File: config.mk
export PLATFORM = sky130hd
export DESIGN_NAME = glitch_filtered_frequency_meter
export DESIGN_NICKNAME = d
export VERILOG_FILES = /design/src/sv/gffm_pkg.sv /design/src/sv/glitch_filtered_frequency_meter.sv
export SDC_FILE = /design/constraint.sdc
export NUM_CORES = 2
export LEC_CHECK = 0
export BUFFER_PORTS_ARGS = -buffer_cell sky130_fd_sc_hd__buf_2
export CORE_MARGIN = 10
export CORE_UTILIZATION = 50
export CTS_BUF_LIST = sky130_fd_sc_hd__clkbuf_2 sky130_fd_sc_hd__clkbuf_4 sky130_fd_sc_hd__clkbuf_8
export DETAILED_ROUTE_END_ITERATION = 8
export PLACE_DENSITY = 0.79
export SLEW_MARGIN = 10
export SYNTH_ARGS = -nofsm -noshare
export SYNTH_HDL_FRONTEND = slang
export SYNTH_SLANG_ARGS = --single-unit
File: constraint.sdc
create_clock -name i_clk -period 13.6 [get_ports i_clk]
set_input_delay 2.04 -clock i_clk [delete_from_list [all_inputs] [get_ports i_clk]]
set_output_delay 2.04 -clock i_clk [all_outputs]
set_load 0.01 [all_outputs]
File: src/sv/gffm_pkg.sv
package gffm_pkg;

    localparam int TIME_BITS_DEF   = 32;
    localparam int FRAC_BITS_DEF   = 16;
    localparam int TIME_FIELD_BITS = 32;
    localparam int FREQ_BITS       = 36;
    localparam int COUNT_BITS      = 32;
    localparam int MHZ_BITS        = 20;
    localparam int ONE_MHZ         = 1000000;
    localparam int THRESH_BITS     = 31;
    localparam int GAIN_BITS       = 16;
    localparam int GAIN_W          = 17;
    localparam int CFG_INDEX_BITS  = 2;
    localparam int CFG_DATA_BITS   = 32;

    localparam logic [GAIN_W-1:0]         GAIN_ONE  = GAIN_W'(1) << GAIN_BITS;
    localparam logic [COUNT_BITS-1:0]     COUNT_MAX = '1;

    localparam logic [CFG_INDEX_BITS-1:0] CFG_GLITCH_THRESHOLD = CFG_INDEX_BITS'(0);
    localparam logic [CFG_INDEX_BITS-1:0] CFG_SMOOTHING_GAIN   = CFG_INDEX_BITS'(1);

    typedef struct packed {
        logic                       sample_level;
        logic [TIME_FIELD_BITS-1:0] time_us;
    } t_in_item;

    typedef struct packed {
        logic                 filtered_level;
        logic                 measured;
        logic [FREQ_BITS-1:0] freq_hz;
        logic [FREQ_BITS-1:0] max_freq_hz;
        logic [FREQ_BITS-1:0] freq_error_hz;
        logic [FREQ_BITS-1:0] freq_smoothed_hz;
        logic                 divide_flag;
    } t_out_item;

    typedef enum logic [3:0] {
        S_IDLE,
        S_DIVF,
        S_MULD,
        S_MULN,
        S_DIVM,
        S_ERR,
        S_SCMP,
        S_SNEG,
        S_SMUL,
        S_SUPD,
        S_DONE
    } t_state;

endpackage

File: src/sv/glitch_filtered_frequency_meter.sv
// Glitch-filtered reciprocal-period frequency meter.
// The input channel carries one pin sample with its microsecond timestamp per request;
// the output channel returns exactly one result per sample, in order. Both channels
// use valid and stall. The configuration channel (valid/ready, always ready) writes
// the glitch threshold (index 0) and the smoothing gain (index 1), to be written only
// while the block idles; the block itself does not enforce this. A sample that is not an
// accepted rising edge goes straight into a free output register and the block stays ready.
// An accepted rising edge runs a shared add/subtract unit under a sequencer: a
// restoring divide for the reciprocal (20+FRAC_BITS steps), two shift-add products
// (32 steps each), a divide for the bound (52+FRAC_BITS steps), one step for the
// error and, for periods of one second or more, 19 to 20 steps of smoothing.
// A zero period skips the arithmetic; fewer than two samples in the period skip the products
// and the bound divide. Any result that finds the output register full waits in S_DONE.
// The input is stalled while a measurement runs and while a finished result waits
// for a full output register; a stalled output holds its result unchanged.
// Reset is synchronous and active low: levels, timestamps, sample count and result values
// clear to zero, the threshold to zero and the gain to one, and no result is pending.
module glitch_filtered_frequency_meter #(
    parameter int TIME_BITS = gffm_pkg::TIME_BITS_DEF,
    parameter int FRAC_BITS = gffm_pkg::FRAC_BITS_DEF
) (
    input  logic                                 i_clk,
    input  logic                                 i_rst_n,
    input  logic                                 i_in_valid,
    output logic                                 o_in_stall,
    input  gffm_pkg::t_in_item                   i_in,
    output logic                                 o_out_valid,
    input  logic                                 i_out_stall,
    output gffm_pkg::t_out_item                  o_out,
    input  logic                                 i_cfg_valid,
    output logic                                 o_cfg_ready,
    input  logic [gffm_pkg::CFG_INDEX_BITS-1:0]  i_cfg_index,
    input  logic [gffm_pkg::CFG_DATA_BITS-1:0]   i_cfg_data
);
    import gffm_pkg::*;

    localparam int RB   = MHZ_BITS + FRAC_BITS;
    localparam int DB   = TIME_BITS + COUNT_BITS;
    localparam int NB   = RB + COUNT_BITS;
    localparam int QB   = RB + 1;
    localparam int AW   = (DB + 1 > NB) ? DB + 1 : NB;
    localparam int CW   = $clog2(AW + 1);
    localparam int CMPW = (TIME_BITS > THRESH_BITS) ? TIME_BITS : THRESH_BITS;

    localparam logic [RB-1:0]   RECIP   = RB'(ONE_MHZ) << FRAC_BITS;
    localparam logic [CMPW-1:0] ONE_SEC = CMPW'(ONE_MHZ);

    t_state                 r_state, n_state;
    logic                   r_raw, n_raw;
    logic                   r_lvl, n_lvl;
    logic [TIME_BITS-1:0]   r_last_chg, n_last_chg;
    logic [TIME_BITS-1:0]   r_last_rise, n_last_rise;
    logic [TIME_BITS-1:0]   r_period, n_period;
    logic [COUNT_BITS-1:0]  r_samples, n_samples;
    logic [COUNT_BITS-1:0]  r_n, n_n;
    logic [COUNT_BITS-1:0]  r_mplr, n_mplr;
    logic [RB-1:0]          r_freq, n_freq;
    logic [RB-1:0]          r_max, n_max;
    logic [RB-1:0]          r_err, n_err;
    logic [RB-1:0]          r_smooth, n_smooth;
    logic [AW-1:0]          r_acc, n_acc;
    logic [AW-1:0]          r_opa, n_opa;
    logic [AW-1:0]          r_opb, n_opb;
    logic [QB-1:0]          r_quo, n_quo;
    logic                   r_ovf, n_ovf;
    logic [CW-1:0]          r_cnt, n_cnt;
    logic                   r_meas, n_meas;
    logic                   r_flag, n_flag;
    logic                   r_up, n_up;
    logic                   r_smooth_en, n_smooth_en;
    logic [THRESH_BITS-1:0] r_thresh, n_thresh;
    logic [GAIN_W-1:0]      r_gain, n_gain;
    logic                   r_out_valid, n_out_valid;
    t_out_item              r_out, n_out;

    logic [TIME_BITS-1:0]   w_now;
    logic [TIME_BITS-1:0]   w_elapsed;
    logic [TIME_BITS-1:0]   w_period_now;
    logic                   w_change;
    logic                   w_rise;
    logic [AW-1:0]          w_alu_x;
    logic [AW-1:0]          w_alu_y;
    logic                   w_alu_sub;
    logic                   w_alu_cin;
    logic [AW:0]            w_alu_sum;
    logic                   w_carry;
    logic [AW-1:0]          w_div_x;
    logic [AW-1:0]          w_rem_next;
    logic [AW-1:0]          w_mac_next;
    logic [QB-1:0]          w_quo_next;
    logic                   w_ovf_next;
    logic [GAIN_W-1:0]      w_gain_sat;
    logic [AW-1:0]          w_prod_q;
    logic                   w_prod_rnd;
    logic                   w_last;
    logic                   w_out_free;
    logic                   w_load;

    assign w_now        = TIME_BITS'(i_in.time_us);
    assign w_elapsed    = w_now - r_last_chg;
    assign w_period_now = w_now - r_last_rise;
    assign w_change     = (i_in.sample_level != r_raw)
                          && (CMPW'(w_elapsed) > CMPW'(r_thresh));
    assign w_rise       = w_change && !r_lvl && i_in.sample_level;

    assign w_div_x    = {r_acc[AW-2:0], r_opa[AW-1]};
    assign w_gain_sat = (r_gain > GAIN_ONE) ? GAIN_ONE : r_gain;
    assign w_prod_q   = r_acc >> GAIN_BITS;
    assign w_prod_rnd = |r_acc[GAIN_BITS-1:0];

    always_comb begin
        w_alu_x   = '0;
        w_alu_y   = '0;
        w_alu_sub = 1'b0;
        w_alu_cin = 1'b0;
        case (r_state)
            S_DIVF, S_DIVM: begin
                w_alu_x   = w_div_x;
                w_alu_y   = r_opb;
                w_alu_sub = 1'b1;
                w_alu_cin = 1'b1;
            end
            S_MULD, S_MULN, S_SMUL: begin
                w_alu_x = r_acc;
                w_alu_y = r_opa;
            end
            S_ERR: begin
                w_alu_x   = AW'(r_max);
                w_alu_y   = AW'(r_freq);
                w_alu_sub = 1'b1;
                w_alu_cin = 1'b1;
            end
            S_SCMP: begin
                w_alu_x   = AW'(r_freq);
                w_alu_y   = AW'(r_smooth);
                w_alu_sub = 1'b1;
                w_alu_cin = 1'b1;
            end
            S_SNEG: begin
                w_alu_x   = AW'(r_smooth);
                w_alu_y   = AW'(r_freq);
                w_alu_sub = 1'b1;
                w_alu_cin = 1'b1;
            end
            S_SUPD: begin
                w_alu_x   = AW'(r_smooth);
                w_alu_y   = w_prod_q;
                w_alu_sub = !r_up;
                w_alu_cin = !r_up && !w_prod_rnd;
            end
            default: begin
            end
        endcase
    end

    assign w_alu_sum  = {1'b0, w_alu_x} + {1'b0, (w_alu_sub ? ~w_alu_y : w_alu_y)}
                        + {{AW{1'b0}}, w_alu_cin};
    assign w_carry    = w_alu_sum[AW];
    assign w_rem_next = w_carry ? w_alu_sum[AW-1:0] : w_div_x;
    assign w_mac_next = r_mplr[0] ? w_alu_sum[AW-1:0] : r_acc;
    assign w_quo_next = {r_quo[QB-2:0], w_carry};
    assign w_ovf_next = r_ovf | r_quo[QB-1];
    assign w_last     = (r_cnt == CW'(1));
    assign w_out_free = !r_out_valid || !i_out_stall;

    always_comb begin
        n_state     = r_state;
        n_raw       = r_raw;
        n_lvl       = r_lvl;
        n_last_chg  = r_last_chg;
        n_last_rise = r_last_rise;
        n_period    = r_period;
        n_samples   = r_samples;
        n_n         = r_n;
        n_mplr      = r_mplr;
        n_freq      = r_freq;
        n_max       = r_max;
        n_err       = r_err;
        n_smooth    = r_smooth;
        n_acc       = r_acc;
        n_opa       = r_opa;
        n_opb       = r_opb;
        n_quo       = r_quo;
        n_ovf       = r_ovf;
        n_cnt       = r_cnt;
        n_meas      = r_meas;
        n_flag      = r_flag;
        n_up        = r_up;
        n_smooth_en = r_smooth_en;
        n_thresh    = r_thresh;
        n_gain      = r_gain;
        w_load      = 1'b0;

        if (i_cfg_valid) begin
            case (i_cfg_index)
                CFG_GLITCH_THRESHOLD: n_thresh = i_cfg_data[THRESH_BITS-1:0];
                CFG_SMOOTHING_GAIN:   n_gain   = i_cfg_data[GAIN_W-1:0];
                default: begin
                end
            endcase
        end

        case (r_state)
            S_IDLE: begin
                if (i_in_valid) begin
                    n_raw = i_in.sample_level;
                    if (i_in.sample_level != r_raw) begin
                        n_last_chg = w_now;
                    end
                    if (w_change) begin
                        n_lvl = i_in.sample_level;
                    end
                    if (r_samples != COUNT_MAX) begin
                        n_samples = r_samples + 1'b1;
                    end
                    n_meas = w_rise;
                    n_flag = 1'b0;
                    if (w_rise) begin
                        n_samples   = COUNT_BITS'(1);
                        n_last_rise = w_now;
                        n_period    = w_period_now;
                        n_n         = r_samples;
                        n_smooth_en = (CMPW'(w_period_now) >= ONE_SEC);
                        if (w_period_now == '0) begin
                            n_freq  = RECIP;
                            n_max   = RECIP;
                            n_err   = '0;
                            n_flag  = 1'b1;
                            n_state = S_DONE;
                        end else begin
                            n_flag  = (r_samples <= COUNT_BITS'(1));
                            n_acc   = '0;
                            n_opa   = AW'(RECIP) << (AW - RB);
                            n_opb   = AW'(w_period_now);
                            n_quo   = '0;
                            n_ovf   = 1'b0;
                            n_cnt   = CW'(RB);
                            n_state = S_DIVF;
                        end
                    end else if (w_out_free) begin
                        w_load = 1'b1;
                    end else begin
                        n_state = S_DONE;
                    end
                end
            end
            S_DIVF: begin
                n_acc = w_rem_next;
                n_opa = r_opa << 1;
                n_quo = w_quo_next;
                n_ovf = w_ovf_next;
                n_cnt = r_cnt - 1'b1;
                if (w_last) begin
                    n_freq = w_quo_next[RB-1:0];
                    if (r_flag) begin
                        n_max   = RECIP;
                        n_state = S_ERR;
                    end else begin
                        n_acc   = '0;
                        n_opa   = AW'(r_period);
                        n_mplr  = r_n - 1'b1;
                        n_cnt   = CW'(COUNT_BITS);
                        n_state = S_MULD;
                    end
                end
            end
            S_MULD: begin
                n_acc  = w_mac_next;
                n_opa  = r_opa << 1;
                n_mplr = r_mplr >> 1;
                n_cnt  = r_cnt - 1'b1;
                if (w_last) begin
                    n_opb   = w_mac_next;
                    n_acc   = '0;
                    n_opa   = AW'(RECIP);
                    n_mplr  = r_n;
                    n_cnt   = CW'(COUNT_BITS);
                    n_state = S_MULN;
                end
            end
            S_MULN: begin
                n_acc  = w_mac_next;
                n_opa  = r_opa << 1;
                n_mplr = r_mplr >> 1;
                n_cnt  = r_cnt - 1'b1;
                if (w_last) begin
                    n_opa   = w_mac_next << (AW - NB);
                    n_acc   = '0;
                    n_quo   = '0;
                    n_ovf   = 1'b0;
                    n_cnt   = CW'(NB);
                    n_state = S_DIVM;
                end
            end
            S_DIVM: begin
                n_acc = w_rem_next;
                n_opa = r_opa << 1;
                n_quo = w_quo_next;
                n_ovf = w_ovf_next;
                n_cnt = r_cnt - 1'b1;
                if (w_last) begin
                    if (w_ovf_next || (w_quo_next > QB'(RECIP))) begin
                        n_max = RECIP;
                    end else begin
                        n_max = w_quo_next[RB-1:0];
                    end
                    n_state = S_ERR;
                end
            end
            S_ERR: begin
                n_err   = w_carry ? w_alu_sum[RB-1:0] : '0;
                n_state = r_smooth_en ? S_SCMP : S_DONE;
            end
            S_SCMP, S_SNEG: begin
                if (w_carry || (r_state == S_SNEG)) begin
                    n_up    = (r_state == S_SCMP);
                    n_acc   = '0;
                    n_opa   = w_alu_sum[AW-1:0];
                    n_mplr  = COUNT_BITS'(w_gain_sat);
                    n_cnt   = CW'(GAIN_W);
                    n_state = S_SMUL;
                end else begin
                    n_state = S_SNEG;
                end
            end
            S_SMUL: begin
                n_acc  = w_mac_next;
                n_opa  = r_opa << 1;
                n_mplr = r_mplr >> 1;
                n_cnt  = r_cnt - 1'b1;
                if (w_last) begin
                    n_state = S_SUPD;
                end
            end
            S_SUPD: begin
                n_smooth = w_alu_sum[RB-1:0];
                n_state  = S_DONE;
            end
            S_DONE: begin
                if (w_out_free) begin
                    w_load  = 1'b1;
                    n_state = S_IDLE;
                end
            end
            default: begin
                n_state = S_IDLE;
            end
        endcase

        n_out.filtered_level   = n_lvl;
        n_out.measured         = n_meas;
        n_out.freq_hz          = FREQ_BITS'(n_freq);
        n_out.max_freq_hz      = FREQ_BITS'(n_max);
        n_out.freq_error_hz    = FREQ_BITS'(n_err);
        n_out.freq_smoothed_hz = FREQ_BITS'(n_smooth);
        n_out.divide_flag      = n_flag;

        n_out_valid = (r_out_valid && i_out_stall) || w_load;
    end

    always_ff @(posedge i_clk) begin
        if (!i_rst_n) begin
            r_state     <= S_IDLE;
            r_out_valid <= 1'b0;
            r_raw       <= 1'b0;
            r_lvl       <= 1'b0;
            r_last_chg  <= '0;
            r_last_rise <= '0;
            r_samples   <= '0;
            r_freq      <= '0;
            r_max       <= '0;
            r_err       <= '0;
            r_smooth    <= '0;
            r_thresh    <= '0;
            r_gain      <= GAIN_ONE;
        end else begin
            r_state     <= n_state;
            r_out_valid <= n_out_valid;
            r_raw       <= n_raw;
            r_lvl       <= n_lvl;
            r_last_chg  <= n_last_chg;
            r_last_rise <= n_last_rise;
            r_samples   <= n_samples;
            r_freq      <= n_freq;
            r_max       <= n_max;
            r_err       <= n_err;
            r_smooth    <= n_smooth;
            r_thresh    <= n_thresh;
            r_gain      <= n_gain;
        end
    end

    always_ff @(posedge i_clk) begin
        r_period    <= n_period;
        r_n         <= n_n;
        r_mplr      <= n_mplr;
        r_acc       <= n_acc;
        r_opa       <= n_opa;
        r_opb       <= n_opb;
        r_quo       <= n_quo;
        r_ovf       <= n_ovf;
        r_cnt       <= n_cnt;
        r_meas      <= n_meas;
        r_flag      <= n_flag;
        r_up        <= n_up;
        r_smooth_en <= n_smooth_en;
        if (w_load) begin
            r_out <= n_out;
        end
    end

    assign o_in_stall  = (r_state != S_IDLE);
    assign o_out_valid = r_out_valid;
    assign o_out       = r_out;
    assign o_cfg_ready = 1'b1;

endmodule

==> results.cfg <==
[timing]
finalCriticalPeriod_ps = 9035
rsz0062_at_grt = false
relSlewSlack_pct = 17.03
clock.fmax_mhz = 110.7
finalClockSkew_ps = 62.67
finalHoldViolations = 0
drv_slew = 0
hold_ws_ps = 453.6
setup_viol = 0
fin_setup_tns_ps = 0
tightest_slew_ps = 1244
finalCritPeriodShare_pct = 66.44

[synthesis]
synthTopCellsByCount = nand2_1 (663), edfxtp_1 (494), a21oi_1 (345)
synth.distinct_cells = 89
synthCells = 4576
ys.flop_type = edfxtp_1
seq_area_frac_synth_pct = 47.20
synth.most_common_cell = nand2_1
syn-cell-area_um2 = 44020
ys_seq_elements = 791
synth.net_count = 4818
yosys-top-cells-area = edfxtp_1 (34%), dfxtp_1 (14%), nand2_1 (5.7%)
synthArstFlopShare_pct = 0
yosys.area.top_type = edfxtp_1
netlist.area_leader.share_pct = 33.70
synth_area_per_cell_um2 = 9.621
yosysWarnings = 0
synth-edff-count = 494

[die]
start_util_pct = 50.59
die_h_um = 316.7
core_area_um2 = 87020
io_pins = 222
rows = 108
die_x_um = 316.7
dieArea_um2 = 100300

[routing]
ant_nets = 0
drt-wirelength-per-cell_um = 24.34
num_vias = 38836
drt_pass1_iterations = 9
drc = 16
routed_wl_mm = 145.0
drt_iter0_drc = 6029
via_per_inst = 6.520

[setup_path]
rrSetupSlack_ps = 4710
cp_slowest_cell = a221oi_1
crit-reg2reg-launch = r_state[3]$_SDFFE_PN0P_
crit_start = i_in[0]
worst_ep_arrival_time_ps = 9680
end_kind = flip-flop
critPathKind = input port to flip-flop
crit_end = o_out[44]$_DFFE_PP_
cp_slowest_stage_delay_ps = 530
r2r_end = r_err[5]$_SDFF_PN0_
reg2regPathDepth = 23
critPathLaunchType = input port
worstPathRequired_ps = 14250
cp_max_fo = 36

[flow_run]
cap_viol_max_count = 0

[cts]
clock_path_buffers = 3
clkLatencyLatePin_ps = 840
numCtsBuffers = 132
ctsResizeCount = 0
cts.sinks = 791
cts_setup_buffers = 0
postCtsHoldBufs = 0
clk_pin_slew_ps = 50
htreeDepth = 4
cts_tree = yes
root_buffer = clkbuf_8

[global_routing]
grt_pass1_vias = 36229
gr-total-overflow = 0
grt_pass1_wl_mm = 216.6
grt_max_degree = 148
antenna_found_initial = 6
grt.total_usage_pct = 27.65

[finish]
nets = 4933
areaGrowthSynthToFinish_pct = 11.48
fin_util_pct = 56.40
drive_gt1_share_pct = 12.11

[placement]
gp_congestion = 1.058
dp_hpwl_mm = 99.60
portBuffers = 219

[pwr]
power_density_nw_per_um2 = 246.2
p_leak_nw = 18.38
irDropWorstVdd_mv = 0.2459

[status]
status = finished with violations
violations = DRC

[hold_path]
hp-class = flip-flop to flip-flop
==> kinds of logic after synthesis <==
group | after synthesis | share of synthesized area, %
buffers and inverters | 466 | 4.036
flip-flops | 791 | 47.20
AND/OR/NAND/NOR | 1395 | 14.57
other | 1 | 0.008518
multiplexers | 120 | 2.743
AO/OA/AOI/OAI | 1413 | 22.17
adder cells (fa/ha/maj) | 170 | 4.900
XOR/XNOR | 220 | 4.377
==> registers in the layout, indices dropped and copies added (netlist names), 37 cells and up <==
signal / count
r_opb: 68
r_acc: 68
o_out: 147
r_opa: 68
r_quo: 37
==> critical path, delay by kind of cell <==
kind / cells / cell delay (ps)
simple gates: 5 / 1250
xor+xnor: 1 / 130
fa+ha+maj: 3 / 790
buf+inv: 6 / 1370
compound gates: 15 / 4070
==> cell usage in the layout, fill, tap and decap left out, types with 25 or more instances in the layout <==
master and instances:
a31oi_1 25, inv_1 163, buf_2 219, a22oi_1 108, o21ai_0 226, nor2b_1 30
a22o_1 226, clkbuf_8 154, nand2_1 662, nor2_1 204, nor3_1 66, and2_1 85
nor4_1 48, ha_1 166, a21oi_1 336, nand3_1 123, xnor2_1 161, mux2i_1 115
edfxtp_1 494, nand4_1 44, xor2_1 59, a222oi_1 76, dfxtp_1 297, a21o_1 80
o21a_1 26, buf_4 58, clkbuf_4 56, a221o_1 33, o21bai_1 28, o22ai_1 74
==> power breakdown <==
part / leakage [nW] / switching [mW] / total [mW] / internal [mW]
clock: 1.53 / 1.02 / 2.33 / 1.31
sequential: 7.16 / 0.610 / 4.17 / 3.56
combinational: 9.68 / 3.87 / 5.59 / 1.72
==> metal layers <==
metal / GRT usage, % / routed length [um] / vias up
li1: - / - / 17397
met1: 37.59 / 56950 / 18445
met2: 40.78 / 61580 / 2620
met3: 7.732 / 20060 / 368
met4: 12.25 / 6315 / 6
met5: 0 / 47 / -
==> final cells by class <==
cell class / count / area, um^2
Fill cell: 7531 / 37950
Clock inverter: 32 / 376.6
Timing Repair Buffer: 279 / 1572
Inverter: 168 / 634.4
Antenna cell: 2 / 5.005
Multi-Input combinational cell: 3319 / 21720
Tap cell: 1155 / 1445
Sequential cell: 791 / 20780
Clock buffer: 210 / 2540
==> stage by stage <==
| stage | instance area [um^2] | worst slack (ps) | power (mW) | instances |
|---|---|---|---|---|
| final | 49080 | 4565 | 12.08 | 5956 |
| after global routing | 49080 | 4023 | 12.61 | 5956 |
| after CTS | 49070 | 4716 | 11.89 | 5954 |
| after detailed placement | 46160 | 3906 | 9.559 | 5712 |
| after global placement | 46160 | 3982 | 9.450 | 5712 |
| after floorplan | 44030 | 2023 | 7.678 | 4576 |
==> worst min-delay path by stage <==
| stage | slack, ps | cells after the start | from | end |
|---|---|---|---|---|
| floorplan | 410 | 0 | r_samples[2]$_SDFFE_PN0P_ | r_n[2]$_DFFE_PP_ |
| global placement | 440 | 2 | r_meas$_DFF_P_ | r_meas$_DFF_P_ |
| detailed placement | 440 | 2 | r_meas$_DFF_P_ | r_meas$_DFF_P_ |
| CTS | 450 | 2 | r_thresh[18]$_SDFFE_PN0P_ | r_thresh[18]$_SDFFE_PN0P_ |
| global route | 470 | 2 | r_last_chg[21]$_SDFFE_PN0P_ | r_last_chg[21]$_SDFFE_PN0P_ |
| finish | 450 | 2 | r_last_rise[13]$_SDFFE_PN0P_ | r_last_rise[13]$_SDFFE_PN0P_ |
(Power assumes the default switching activity.)
